## config.mk

```make
export PLATFORM = sky130hd
export DESIGN_NAME = char_lcd_nibble_sequencer_flat
export DESIGN_NICKNAME = d
export VERILOG_FILES = /design/src/hdl/clns_pkg.sv /design/src/hdl/clns_ifs.sv /design/src/hdl/clns_front.sv /design/src/hdl/clns_queue.sv /design/src/hdl/clns_back.sv /design/src/hdl/char_lcd_nibble_sequencer.sv /design/src/flat_wrapper.sv
export SDC_FILE = /design/constraint.sdc
export NUM_CORES = 1
export LEC_CHECK = 0
export ABC_AREA = 1
export BUFFER_PORTS_ARGS = -buffer_cell sky130_fd_sc_hd__buf_2
export CORE_MARGIN = 2
export CORE_UTILIZATION = 30
export CTS_CLUSTER_SIZE = 28
export DETAILED_ROUTE_END_ITERATION = 8
export GPL_ROUTABILITY_DRIVEN = 0
export MAX_ROUTING_LAYER = met4
export PLACE_DENSITY = 0.54
export SYNTH_ARGS = -nofsm -noshare
export SYNTH_HDL_FRONTEND = slang
export SYNTH_HIERARCHICAL = 1
export SYNTH_SLANG_ARGS = --single-unit
export TNS_END_PERCENT = 10
```

## constraint.sdc

```tcl
create_clock -name clk -period 3.16 [get_ports clk]
set_input_delay 0.632 -clock clk [delete_from_list [all_inputs] [get_ports clk]]
set_output_delay 0.632 -clock clk [all_outputs]
set_load 0.005 [all_outputs]
```

## src/hdl/clns_pkg.sv

```systemverilog
package clns_pkg;

	// Request function codes as they arrive on the request channel.
	typedef enum logic [2:0] {
		FUNC_CMD   = 3'd0,
		FUNC_DATA  = 3'd1,
		FUNC_INIT  = 3'd2,
		FUNC_GOTO  = 3'd3,
		FUNC_CLEAR = 3'd4
	} func_t;

	// Classified operation kinds that travel from the front end to the sequencer.
	typedef enum logic [1:0] {
		OP_BYTE,
		OP_CLEAR,
		OP_INIT
	} op_kind_t;

	typedef struct packed {
		op_kind_t    kind;
		logic        rs;
		logic [7:0]  data;
	} op_t;

	typedef struct packed {
		logic        pulse;
		logic        reg_select;
		logic [3:0]  nibble;
		logic [15:0] wait_us;
		logic        last;
	} step_t;

	typedef enum logic {
		SEQ_IDLE,
		SEQ_RUN
	} seq_state_t;

	localparam int unsigned IDX_W = 5;

	localparam logic [7:0] CMD_CLEAR = 8'h01;
	localparam logic [7:0] CMD_HOME  = 8'h02;
	localparam logic [7:0] CMD_ROW0  = 8'h80;
	localparam logic [7:0] CMD_ROW1  = 8'hC0;
	localparam logic [7:0] SLOW_MASK = 8'hFC;

	localparam logic [3:0] INIT_NIB_WAKE = 4'h3;
	localparam logic [3:0] INIT_NIB_4BIT = 4'h2;

	localparam logic [7:0] INIT_CMDS [6] = '{8'h28, 8'h08, 8'h01, 8'h02, 8'h06, 8'h0C};

	localparam logic [15:0] WAIT_NONE    = 16'd0;
	localparam logic [15:0] WAIT_CMD     = 16'd60;
	localparam logic [15:0] WAIT_SLOW    = 16'd1700;
	localparam logic [15:0] WAIT_DATA    = 16'd100;
	localparam logic [15:0] WAIT_NIB     = 16'd5000;
	localparam logic [15:0] WAIT_POWERUP = 16'd50000;

	localparam logic [IDX_W-1:0] LAST_BYTE      = 5'd1;
	localparam logic [IDX_W-1:0] LAST_CLEAR     = 5'd3;
	localparam logic [IDX_W-1:0] LAST_INIT      = 5'd16;
	localparam logic [IDX_W-1:0] INIT_NIB_LAST  = 5'd4;
	localparam logic [IDX_W-1:0] INIT_CMD_FIRST = 5'd5;

	// One half of a byte transfer; the low half carries the settling wait.
	function automatic step_t byte_step(logic rs, logic [7:0] data, logic low_half);
		step_t s;
		s = '0;
		s.pulse      = 1'b1;
		s.reg_select = rs;
		if (!low_half) begin
			s.nibble  = data[7:4];
			s.wait_us = WAIT_NONE;
		end else begin
			s.nibble = data[3:0];
			if (rs) begin
				s.wait_us = WAIT_DATA;
			end else if ((data & SLOW_MASK) != 8'h00) begin
				s.wait_us = WAIT_CMD;
			end else begin
				s.wait_us = WAIT_SLOW;
			end
		end
		return s;
	endfunction

	// Bus step number idx of an operation.
	function automatic step_t gen_step(op_t op, logic [IDX_W-1:0] idx);
		step_t            s;
		logic [IDX_W-1:0] c;
		s = '0;
		c = idx - INIT_CMD_FIRST;
		unique case (op.kind)
			OP_BYTE: begin
				s      = byte_step(op.rs, op.data, idx[0]);
				s.last = (idx == LAST_BYTE);
			end
			OP_CLEAR: begin
				s      = byte_step(1'b0, idx[1] ? CMD_HOME : CMD_CLEAR, idx[0]);
				s.last = (idx == LAST_CLEAR);
			end
			OP_INIT: begin
				if (idx == '0) begin
					s.wait_us = WAIT_POWERUP;
				end else if (idx <= INIT_NIB_LAST) begin
					s.pulse   = 1'b1;
					s.nibble  = (idx == INIT_NIB_LAST) ? INIT_NIB_4BIT : INIT_NIB_WAKE;
					s.wait_us = WAIT_NIB;
				end else begin
					s = byte_step(1'b0, INIT_CMDS[c[3:1]], c[0]);
				end
				s.last = (idx == LAST_INIT);
			end
			default: begin
				s.last = 1'b1;
			end
		endcase
		return s;
	endfunction

endpackage

```

## src/hdl/clns_ifs.sv

```systemverilog
interface clns_req_if;
	logic       valid;
	logic       ready;
	logic [2:0] func;
	logic [7:0] value;
	logic [3:0] column;
	logic       row;

	modport source(output valid, output func, output value, output column, output row,
		input ready);
	modport sink(input valid, input func, input value, input column, input row,
		output ready);
endinterface

interface clns_step_if;
	logic        valid;
	logic        ready;
	logic        pulse;
	logic        reg_select;
	logic [3:0]  nibble;
	logic [15:0] wait_us;
	logic        last;

	modport source(output valid, output pulse, output reg_select, output nibble,
		output wait_us, output last, input ready);
	modport sink(input valid, input pulse, input reg_select, input nibble,
		input wait_us, input last, output ready);
endinterface

```

## src/hdl/clns_front.sv

```systemverilog
// Takes requests and turns each one with a known function code into one queued operation.
module clns_front (
	clns_req_if.sink       req,
	input  logic           full,
	output logic           push,
	output clns_pkg::op_t  push_data
);

	logic accept;
	logic known;

	assign req.ready = !full;
	assign accept    = req.valid && !full;

	always_comb begin
		known     = 1'b1;
		push_data = '0;
		unique case (clns_pkg::func_t'(req.func))
			clns_pkg::FUNC_CMD: begin
				push_data.kind = clns_pkg::OP_BYTE;
				push_data.data = req.value;
			end
			clns_pkg::FUNC_DATA: begin
				push_data.kind = clns_pkg::OP_BYTE;
				push_data.rs   = 1'b1;
				push_data.data = req.value;
			end
			clns_pkg::FUNC_GOTO: begin
				push_data.kind = clns_pkg::OP_BYTE;
				push_data.data = (req.row ? clns_pkg::CMD_ROW1 : clns_pkg::CMD_ROW0)
					+ {4'h0, req.column};
			end
			clns_pkg::FUNC_CLEAR: begin
				push_data.kind = clns_pkg::OP_CLEAR;
			end
			clns_pkg::FUNC_INIT: begin
				push_data.kind = clns_pkg::OP_INIT;
			end
			default: begin
				// Unused codes are taken and dropped.
				known = 1'b0;
			end
		endcase
	end

	assign push = accept && known;

endmodule

```

## src/hdl/clns_queue.sv

```systemverilog
// Small first-in first-out queue of classified operations.
module clns_queue #(
	parameter int unsigned DEPTH = 2
) (
	input  logic          clk,
	input  logic          arst_n,
	input  logic          push,
	input  clns_pkg::op_t push_data,
	output logic          full,
	input  logic          pop,
	output logic          pop_valid,
	output clns_pkg::op_t pop_data
);

	localparam int unsigned AW = $clog2(DEPTH);
	localparam int unsigned CW = $clog2(DEPTH + 1);

	clns_pkg::op_t   mem_q [DEPTH];
	logic [AW-1:0]   wr_q;
	logic [AW-1:0]   rd_q;
	logic [CW-1:0]   cnt_q;
	logic            do_push;
	logic            do_pop;

	assign full      = (cnt_q == CW'(DEPTH));
	assign pop_valid = (cnt_q != '0);
	assign do_push   = push && !full;
	assign do_pop    = pop && pop_valid;
	assign pop_data  = mem_q[rd_q];

	always_ff @(posedge clk) begin
		if (do_push) begin
			mem_q[wr_q] <= push_data;
		end
	end

	always_ff @(posedge clk or negedge arst_n) begin
		if (!arst_n) begin
			wr_q  <= '0;
			rd_q  <= '0;
			cnt_q <= '0;
		end else begin
			if (do_push) begin
				wr_q <= (wr_q == AW'(DEPTH - 1)) ? '0 : wr_q + 1'b1;
			end
			if (do_pop) begin
				rd_q <= (rd_q == AW'(DEPTH - 1)) ? '0 : rd_q + 1'b1;
			end
			case ({do_push, do_pop})
				2'b10:   cnt_q <= cnt_q + 1'b1;
				2'b01:   cnt_q <= cnt_q - 1'b1;
				default: cnt_q <= cnt_q;
			endcase
		end
	end

endmodule

```

## src/hdl/clns_back.sv

```systemverilog
// Walks one operation through its bus steps and paces the enable framing.
module clns_back (
	input  logic           clk,
	input  logic           arst_n,
	input  logic [7:0]     cpu,
	input  logic           op_valid,
	input  clns_pkg::op_t  op,
	output logic           op_pop,
	clns_step_if.source    step
);

	clns_pkg::seq_state_t          state_q;
	clns_pkg::seq_state_t          state_d;
	clns_pkg::op_t                 op_q;
	logic [clns_pkg::IDX_W-1:0]    idx_q;
	logic                          gap_q;
	logic [7:0]                    pre_q;
	logic                          fr_q;
	logic                          out_valid_q;
	clns_pkg::step_t               out_q;
	clns_pkg::step_t               nxt;
	logic                          load;
	logic                          tick;

	assign nxt  = clns_pkg::gen_step(op_q, idx_q);
	assign load = (state_q == clns_pkg::SEQ_RUN) && !gap_q && (!out_valid_q || step.ready);
	assign tick = ({1'b0, pre_q} + 9'd1) >= {1'b0, cpu};

	always_comb begin
		state_d = state_q;
		op_pop  = 1'b0;
		unique case (state_q)
			clns_pkg::SEQ_IDLE: begin
				if (op_valid) begin
					op_pop  = 1'b1;
					state_d = clns_pkg::SEQ_RUN;
				end
			end
			clns_pkg::SEQ_RUN: begin
				if (load && nxt.last) begin
					state_d = clns_pkg::SEQ_IDLE;
				end
			end
			default: begin
				state_d = clns_pkg::SEQ_IDLE;
			end
		endcase
	end

	always_ff @(posedge clk or negedge arst_n) begin
		if (!arst_n) begin
			state_q <= clns_pkg::SEQ_IDLE;
		end else begin
			state_q <= state_d;
		end
	end

	always_ff @(posedge clk) begin
		if (op_pop) begin
			op_q <= op;
		end
	end

	always_ff @(posedge clk or negedge arst_n) begin
		if (!arst_n) begin
			idx_q <= '0;
			gap_q <= 1'b0;
			pre_q <= '0;
			fr_q  <= 1'b0;
		end else begin
			if (op_pop) begin
				idx_q <= '0;
			end else if (load) begin
				idx_q <= idx_q + 1'b1;
			end
			// Enable high for one microsecond, then low for one.
			if (load && nxt.pulse) begin
				gap_q <= 1'b1;
				pre_q <= '0;
				fr_q  <= 1'b0;
			end else if (gap_q) begin
				if (tick) begin
					pre_q <= '0;
					if (fr_q) begin
						gap_q <= 1'b0;
					end else begin
						fr_q <= 1'b1;
					end
				end else begin
					pre_q <= pre_q + 1'b1;
				end
			end
		end
	end

	always_ff @(posedge clk or negedge arst_n) begin
		if (!arst_n) begin
			out_valid_q <= 1'b0;
		end else if (load) begin
			out_valid_q <= 1'b1;
		end else if (step.ready) begin
			out_valid_q <= 1'b0;
		end
	end

	always_ff @(posedge clk) begin
		if (load) begin
			out_q <= nxt;
		end
	end

	assign step.valid      = out_valid_q;
	assign step.pulse      = out_q.pulse;
	assign step.reg_select = out_q.reg_select;
	assign step.nibble     = out_q.nibble;
	assign step.wait_us    = out_q.wait_us;
	assign step.last       = out_q.last;

endmodule

```

## src/hdl/char_lcd_nibble_sequencer.sv

```systemverilog
// Channel   Role     Word
// req       sink     func, value, column, row (one request)
// step      source   pulse, reg_select, nibble, wait_us, last (one bus step)
// cfg       write    cfg_we, cfg_data (clocks per microsecond)
//
// A request yields 2 steps (command, data, go to position), 4 (clear) or 17 (initialise).
// The sequencer takes an operation from the queue when idle and issues one step per cycle
// while the step output is not stalled, but each pulse step holds it for the enable framing,
// which the rate register paces. Reset empties the queue, idles the sequencer and clears the
// output valid flag; the rate register returns to 16. A stalled step output holds its word
// while the queue keeps taking requests until it is full.
module char_lcd_nibble_sequencer #(
	parameter int unsigned QUEUE_DEPTH = 2
) (
	input  logic        clk,
	input  logic        arst_n,
	input  logic        cfg_we,
	input  logic [7:0]  cfg_data,
	clns_req_if.sink    req,
	clns_step_if.source step
);

	// Clocks per microsecond; it paces the enable framing only and never
	// changes the content of a step.
	logic [7:0]    cpu_q;

	logic          push;
	clns_pkg::op_t push_data;
	logic          full;
	logic          pop;
	logic          pop_valid;
	clns_pkg::op_t pop_data;

	always_ff @(posedge clk or negedge arst_n) begin
		if (!arst_n) begin
			cpu_q <= 8'd16;
		end else if (cfg_we) begin
			cpu_q <= cfg_data;
		end
	end

	// Front end: classify requests and drop unused function codes.
	clns_front u_front (
		.req       (req),
		.full      (full),
		.push      (push),
		.push_data (push_data)
	);

	// The queue lets the front keep taking requests while the bus sequence runs.
	clns_queue #(
		.DEPTH (QUEUE_DEPTH)
	) u_queue (
		.clk       (clk),
		.arst_n    (arst_n),
		.push      (push),
		.push_data (push_data),
		.full      (full),
		.pop       (pop),
		.pop_valid (pop_valid),
		.pop_data  (pop_data)
	);

	// Back end: expand each operation into its bus steps.
	clns_back u_back (
		.clk      (clk),
		.arst_n   (arst_n),
		.cpu      (cpu_q),
		.op_valid (pop_valid),
		.op       (pop_data),
		.op_pop   (pop),
		.step     (step)
	);

endmodule

```

## src/flat_wrapper.sv

```systemverilog
// flat-port wrapper written by rule: the top's interface ports become plain ports
module char_lcd_nibble_sequencer_flat 
#(
	parameter int unsigned QUEUE_DEPTH = 2
)
  (clk, arst_n, cfg_we, cfg_data, req_valid, req_func, req_value, req_column, req_row, req_ready, step_valid, step_pulse, step_reg_select, step_nibble, step_wait_us, step_last, step_ready);
  clns_req_if req_i ();
  clns_step_if step_i ();
  input  logic clk;
  input  logic arst_n;
  input  logic cfg_we;
  input  logic [7:0] cfg_data;
  input wire logic [$bits(req_i.valid)-1:0] req_valid;
  input wire logic [$bits(req_i.func)-1:0] req_func;
  input wire logic [$bits(req_i.value)-1:0] req_value;
  input wire logic [$bits(req_i.column)-1:0] req_column;
  input wire logic [$bits(req_i.row)-1:0] req_row;
  output wire logic [$bits(req_i.ready)-1:0] req_ready;
  output wire logic [$bits(step_i.valid)-1:0] step_valid;
  output wire logic [$bits(step_i.pulse)-1:0] step_pulse;
  output wire logic [$bits(step_i.reg_select)-1:0] step_reg_select;
  output wire logic [$bits(step_i.nibble)-1:0] step_nibble;
  output wire logic [$bits(step_i.wait_us)-1:0] step_wait_us;
  output wire logic [$bits(step_i.last)-1:0] step_last;
  input wire logic [$bits(step_i.ready)-1:0] step_ready;
  assign req_i.valid = req_valid;
  assign req_i.func = req_func;
  assign req_i.value = req_value;
  assign req_i.column = req_column;
  assign req_i.row = req_row;
  assign req_ready = req_i.ready;
  assign step_valid = step_i.valid;
  assign step_pulse = step_i.pulse;
  assign step_reg_select = step_i.reg_select;
  assign step_nibble = step_i.nibble;
  assign step_wait_us = step_i.wait_us;
  assign step_last = step_i.last;
  assign step_i.ready = step_ready;
  char_lcd_nibble_sequencer #(.QUEUE_DEPTH(QUEUE_DEPTH)) u_core (.clk(clk), .arst_n(arst_n), .cfg_we(cfg_we), .cfg_data(cfg_data), .req(req_i), .step(step_i));
endmodule
```

==> results.json, run 1 <==
{
  "use_met3": 0.0223,
  "drt_iter0_markers": 194,
  "post_drt_wl_per_cell_um": 11.2,
  "dp_hpwl_um": 5570,
  "p_leak_nw": 2.25,
  "die_w_um": 120,
  "end_kind": "flip-flop",
  "syn2layout_area_growth_pct": 17.3,
  "rows": 42,
  "p_sw_mw": 1.49,
  "cts_tree": "yes",
  "grtUsageTotal": 0.117,
  "p_seq_frac": 0.408,
  "worst_hold_slack_ns": 0.320,
  "ios": 54,
  "yosys_warnings": 6,
  "synthFlopType": "edfxtp_1",
  "grt_pass1_vias": 2792,
  "p_per_area_nw_per_um2": 854,
  "synth_common_cells": "138 x nand2_1, 50 x edfxtp_1, 49 x inv_1, 30 x nor2_1, 28 x dfrtp_1",
  "synth_area_per_cell_sq_um": 9.08,
  "synth.top_cell.area_share": 0.373,
  "vias": 2926,
  "status": "completed",
  "antenna_cells": 0,
  "finalCritPeriodShare": 0.771,
  "syn-instance-count": 443,
  "power_frac_comb": 0.329,
  "skew_ns": 0.00516,
  "cts_root_buf": "clkbuf_16",
  "p_int_mw": 2.54,
  "die_y_um": 120,
  "syn_area_sq_um": 4020,
  "slew_headroom": 0.565,
  "grt_pass1_wl_um": 13000,
  "antenna_found_initial": 0,
  "synth_edf_count": 50,
  "yosys-top-cells-area": "edfxtp_1 37%, dfrtp_1 17%, nand2_1 13%",
  "clock_path_buffers": 2,
  "cts_repair_resize_count": 0,
  "overflow": 0,
  "drive_gt1_frac": 0.206,
  "fp.dieArea_sq_um": 14400,
  "start_kind": "flip-flop",
  "clock.fmax_mhz": 410,
  "htreeDepth": 3,
  "async_reset_ff_frac": 0.367,
  "ir_drop_uv": 305,
  "clk_latency_ns": 0.34,
  "start_util": 0.305,
  "worst_slack_ns": 0.723,
  "synth-seq-cells": 79,
  "met2_usage": 0.174,
  "drt-total-wl_um": 7590,
  "drc": 0,
  "cp.required_ns": 3.42,
  "maxCapViolCount": 0,
  "tns_ns": 0,
  "regToRegSetupSlack_ns": 0.72,
  "critical_path_class": "reg -> reg",
  "worst_pin_slew_ns": 0.653,
  "synth_cell_types": 36,
  "postRouteAntennaNets": 0,
  "clock_sinks": 79,
  "hold_violations": 0,
  "min_period_ns": 2.44,
  "p_sw_frac": 0.371,
  "crit_fanout": 8,
  "place_worst_setup_slack_ns": 0.737,
  "drv_slew": 0,
  "post-route-util": 0.358,
  "path_clk_slew_ns": 0.06,
  "pwr-share-clk": 0.262,
  "setup_viol": 0,
  "dr.pass1.iters": 5,
  "worstPathArrival_ns": 2.69,
  "coreArea_sq_um": 13200,
  "port_buffers": 49,
  "grt.busiest_layer": "met2",
  "hold_class": "in -> async",
  "synth_largest_area_cell": "edfxtp_1",
  "numCtsBuffers": 9,
  "grt_max_degree": 30,
  "rsz0062_at_grt": "false",
  "postCtsSetupBuffers": 0,
  "synth_most_common_cell": "nand2_1",
  "seq_area_frac_synth": 0.554,
  "nets": 537,
  "viasPerCell": 4.33,
  "nFillCells": 1346,
  "cts_hold_buf": 0,
  "grtUsageMet1": 0.151
}
[per-layer routing]
metal  wire length [um]  up-vias  share of wire
met5                  0        -              0
li1                   -     1518              -
met4                147        0          0.019
met2               3440       68           0.45
met3                296        8          0.039
met1               3720     1332           0.49
[cells by family after synthesis]
kind of cell	Yosys count	synth area share
AND/OR/NAND/NOR	228	0.249
flip-flops	79	0.554
buffers and inverters	77	0.0830
AO/OA/AOI/OAI	35	0.0504
adder cells (fa/ha/maj)	14	0.0435
XOR/XNOR	9	0.0196
other	1	0.000932
[layout make-up]
class	instances	area (sq um)	share of cell area
Clock inverter	7	76.3	0.0162
Multi-Input combinational cell	290	1470	0.312
Tap cell	176	220	0.0467
Clock buffer	9	225	0.0477
Sequential cell	79	2230	0.472
Timing Repair Buffer	50	253	0.0536
Inverter	64	243	0.0515
[registers in the layout, indices dropped and copies added (netlist names), 2 cells and up]
register / cells
u_core/u_queue/mem_q: 22
u_core/u_back/step.wait_us: 10
u_core/cpu_q: 8
u_core/u_back/idx_q: 5
u_core/u_queue/cnt_q: 2
u_core/u_back/pre_q: 8
u_core/u_back/step.nibble: 4
u_core/u_back/op_q: 11
[layout by cell type, fill, tap and decap left out, types with 9 or more instances in the layout]
cell / n
inv_2: 13
a21oi_1: 10
clkbuf_16: 9
nand3_1: 21
nor2_1: 30
dfrtp_1: 28
nand4_1: 9
inv_1: 49
ha_1: 14
buf_2: 49
o21ai_0: 9
edfxtp_1: 50
nand2_1: 138
[critical path: stages, from the launching register on]
cell and delay [ns]:
dfrtp_1 0.41, ha_1 0.20, nand2_1 0.10, nor2_4 0.14
nand3_1 0.10, xor2_1 0.14, inv_1 0.07, ha_1 0.30
a21o_1 0.17, nand3_2 0.07, nand2_2 0.05, nor2_2 0.11
nand3_2 0.11, nor2_4 0.21, nand2_1 0.07, o21ai_1 0.10
[metrics by stage]
step                cell area (sq um)  instances  power [mW]
floorplan                        4030        446        2.63
detailed placement               4420        659        3.01
CTS                              4720        675        4.07
global placement                 4420        659        2.97
finish                           4720        675        4.03
global route                     4720        675        4.34
[power groups by stage]
| stage | sequential (mW) | clock [mW] | combinational [mW] |
|---|---|---|---|
| after floorplan | 1.61 | 0 | 1.02 |
| after global placement | 1.66 | 0 | 1.31 |
| after detailed placement | 1.67 | 0 | 1.34 |
| after CTS | 1.65 | 1.08 | 1.34 |
| after global routing | 1.69 | 1.12 | 1.53 |
| final | 1.65 | 1.06 | 1.33 |
[final timing paths]
check / startpoint / to / cells after the start
setup / recovery: u_core/u_back/pre_q[0] / u_core/u_back/pre_q[7] / 15
hold / removal: arst_n / u_core/u_back/pre_q[5] / 1
setup reg to reg: u_core/u_back/pre_q[0] / u_core/u_back/pre_q[7] / 15
hold reg to reg: u_core/u_back/fr_q / u_core/u_back/gap_q / 1
max in group asynchronous: arst_n / u_core/u_queue/cnt_q[0] / 1
min in group clk: u_core/u_back/fr_q / u_core/u_back/gap_q / 1
Note: power is estimated with default switching activity, not from simulation.
==> inputs of run 2 (changes only) <==
--- a/config.mk
+++ b/config.mk
@@ -13,7 +13,7 @@
 export DETAILED_ROUTE_END_ITERATION = 8
 export GPL_ROUTABILITY_DRIVEN = 0
 export MAX_ROUTING_LAYER = met4
-export PLACE_DENSITY = 0.54
+export PLACE_DENSITY = 0.56
 export SYNTH_ARGS = -nofsm -noshare
 export SYNTH_HDL_FRONTEND = slang
 export SYNTH_HIERARCHICAL = 1
==> constraint.sdc (replaced) <==
create_clock -name clk -period 2 [get_ports clk]
set_input_delay 0.4 -clock clk [delete_from_list [all_inputs] [get_ports clk]]
set_output_delay 0.4 -clock clk [all_outputs]
set_load 0.005 [all_outputs]
==> run 2 against run 1 <==
Against the previous run: global-route usage rose by 0.38 points; sequential cell count unchanged; die area stayed put; via count grew 2.1%; the run now ends with setup timing left; largest power group unchanged; core utilization up 1.1 points; maximum frequency is 9.7% higher.
==> results.json, run 2 (synthesized netlist as in run 1, its figures left out) <==
{
  "rows": 42,
  "min_period_ns": 2.22,
  "drt_iter0_markers": 147,
  "die_w_um": 120,
  "clk_latency_ns": 0.34,
  "skew_ns": 0.00969,
  "setup_viol": 10,
  "ir_drop_uv": 520,
  "placedInstanceArea_sq_um": 4540,
  "drc": 0,
  "fp.dieArea_sq_um": 14400,
  "coreArea_sq_um": 13200,
  "nFillCells": 1343,
  "worstPathArrival_ns": 2.49,
  "clock_sinks": 79,
  "cts_hold_buf": 0,
  "power.total_mw": 6.43,
  "syn2layout_area_growth_pct": 20.8,
  "rsz0062_at_grt": "true",
  "antenna_found_initial": 0,
  "regMostFlops": "u_core/u_queue/mem_q",
  "htreeDepth": 3,
  "final_cell_mix": "137 x nand2_1, 50 x edfxtp_1, 49 x buf_2, 49 x inv_1, 30 x nor2_1",
  "postRouteAntennaNets": 0,
  "crit_slowest_cell": "dfrtp_1",
  "cpMostUsedCell": "nand3_2",
  "overflow": 0,
  "viasPerCell": 4.32,
  "ios": 54,
  "p_per_area_nw_per_um2": 1320,
  "worst_slack_ns": -0.221,
  "post_drt_wl_per_cell_um": 11.4,
  "grtUsageTotal": 0.121,
  "slew_headroom": 0.567,
  "dr.pass1.iters": 4,
  "critical_path_class": "reg -> reg",
  "tns_ns": -1.90,
  "drt-total-wl_um": 7870,
  "worst_hold_slack_ns": 0.0915,
  "start_util": 0.305,
  "numCtsBuffers": 9,
  "cts_root_buf": "clkbuf_16",
  "drv_slew": 0,
  "finalCritPeriodShare": 1.11,
  "slowest_delay_ns": 0.36,
  "largest_reg_flops": 22,
  "port_buffers": 49,
  "grt_max_degree": 30,
  "end_kind": "flip-flop",
  "crit_chain": "ha_2 > nand2_2 > nor2_4 > nand3_2 > xor2_1 > inv_1 > ha_4 > a21o_1 > nand3_2 > nand2_2 > nor2_2 > nand3_2 > nor2_4 > nand3_1 > nand2_1",
  "clock_path_buffers": 2,
  "crit_fanout": 8,
  "start_kind": "flip-flop",
  "vias": 2986,
  "nets": 555,
  "worst_pin_slew_ns": 0.649,
  "maxCapViolCount": 0,
  "p_leak_nw": 2.32,
  "clock.fmax_mhz": 450,
  "drive_gt1_frac": 0.246,
  "cp.required_ns": 2.27,
  "path_clk_slew_ns": 0.06,
  "status": "finished with violations",
  "grt_pass1_wl_um": 13300,
  "hold_violations": 0,
  "die_y_um": 120,
  "final_area_sq_um": 4860,
  "place_worst_setup_slack_ns": -0.251,
  "antenna_cells": 0,
  "cts_tree": "yes",
  "grt_pass1_vias": 2858,
  "hold_class": "in -> async",
  "dp_hpwl_um": 5820,
  "violations": "setup timing",
  "final_common_cell": "nand2_1"
}
[run 2: cell count changes in the layout (fill, tap and decap cells not counted), sizes merged]
| cell | change |
|---|---|
| clkinvlp | +1 |
| buf | +18 |
| clkinv | +1 |
| bufinv | -1 |
| inv | -2 |
[run 2: layer usage]
layer / wire length (um) / GRT usage / vias up
met2: 3630 / 0.184 / 58
met5: 0 / - / -
li1: - / - / 1557
met3: 340 / 0.0328 / 6
met1: 3810 / 0.153 / 1365
met4: 83 / 0.0500 / 0
[run 2: per-stage QoR]
step	util	std cells
floorplan	-	446
CTS	0.368	692
finish	0.369	692
global placement	0.344	673
detailed placement	0.344	673
global route	0.369	692
[run 2: critical path: cells and delay by family (launching register included)]
kind / cells / cell delay [ns]
and+or+nand+nor: 10 / 0.97
xor gates and xnor gates: 1 / 0.15
adders and majority gates: 2 / 0.41
DFF: 1 / 0.36
buffers and inverters: 1 / 0.10
AOI/OAI and AO/OA: 1 / 0.16
[run 2: report_power, final]
part           switching [mW]  total (mW)  internal, mW
clock network           0.657        1.50         0.841
registers               0.277        2.57          2.30
logic                    1.47        2.36         0.894
total                    2.40        6.43          4.03
[run 2: repair_timing]
| item | 4_1_cts | 5_1_grt |
|---|---|---|
| resized for setup | 2 | 1 |
| hold endpoints to repair | 0 | 0 |
| pin swaps | 2 | 0 |
| endpoints found under the setup margin | 10 | 11 |
| buffers inserted | 4 | 0 |
[run 2: area by class of cell]
class / count / area, sq um / share of cell area
Tap cell: 176 / 220 / 0.0453
Timing Repair Buffer: 68 / 388 / 0.0798
Clock buffer: 9 / 225 / 0.0463
Inverter: 64 / 243 / 0.0499
Multi-Input combinational cell: 290 / 1510 / 0.311
Clock inverter: 6 / 46.3 / 0.00952
Sequential cell: 79 / 2230 / 0.458
[run 2: worst paths after layout]
kind / start / endpoint / slack, ns / depth (start not counted)
worst max-delay path: u_core/u_back/pre_q[1] / u_core/u_back/pre_q[2] / -0.22 / 15
worst min-delay path: arst_n / u_core/u_back/idx_q[4] / 0.09 / 1
worst max register to register: u_core/u_back/pre_q[1] / u_core/u_back/pre_q[2] / -0.22 / 15
worst min register to register: u_core/cpu_q[1] / u_core/cpu_q[1] / 0.47 / 2
max in group asynchronous: arst_n / u_core/cpu_q[7] / 1.48 / 1
min in group clk: cfg_data[1] / u_core/cpu_q[1] / 0.27 / 3
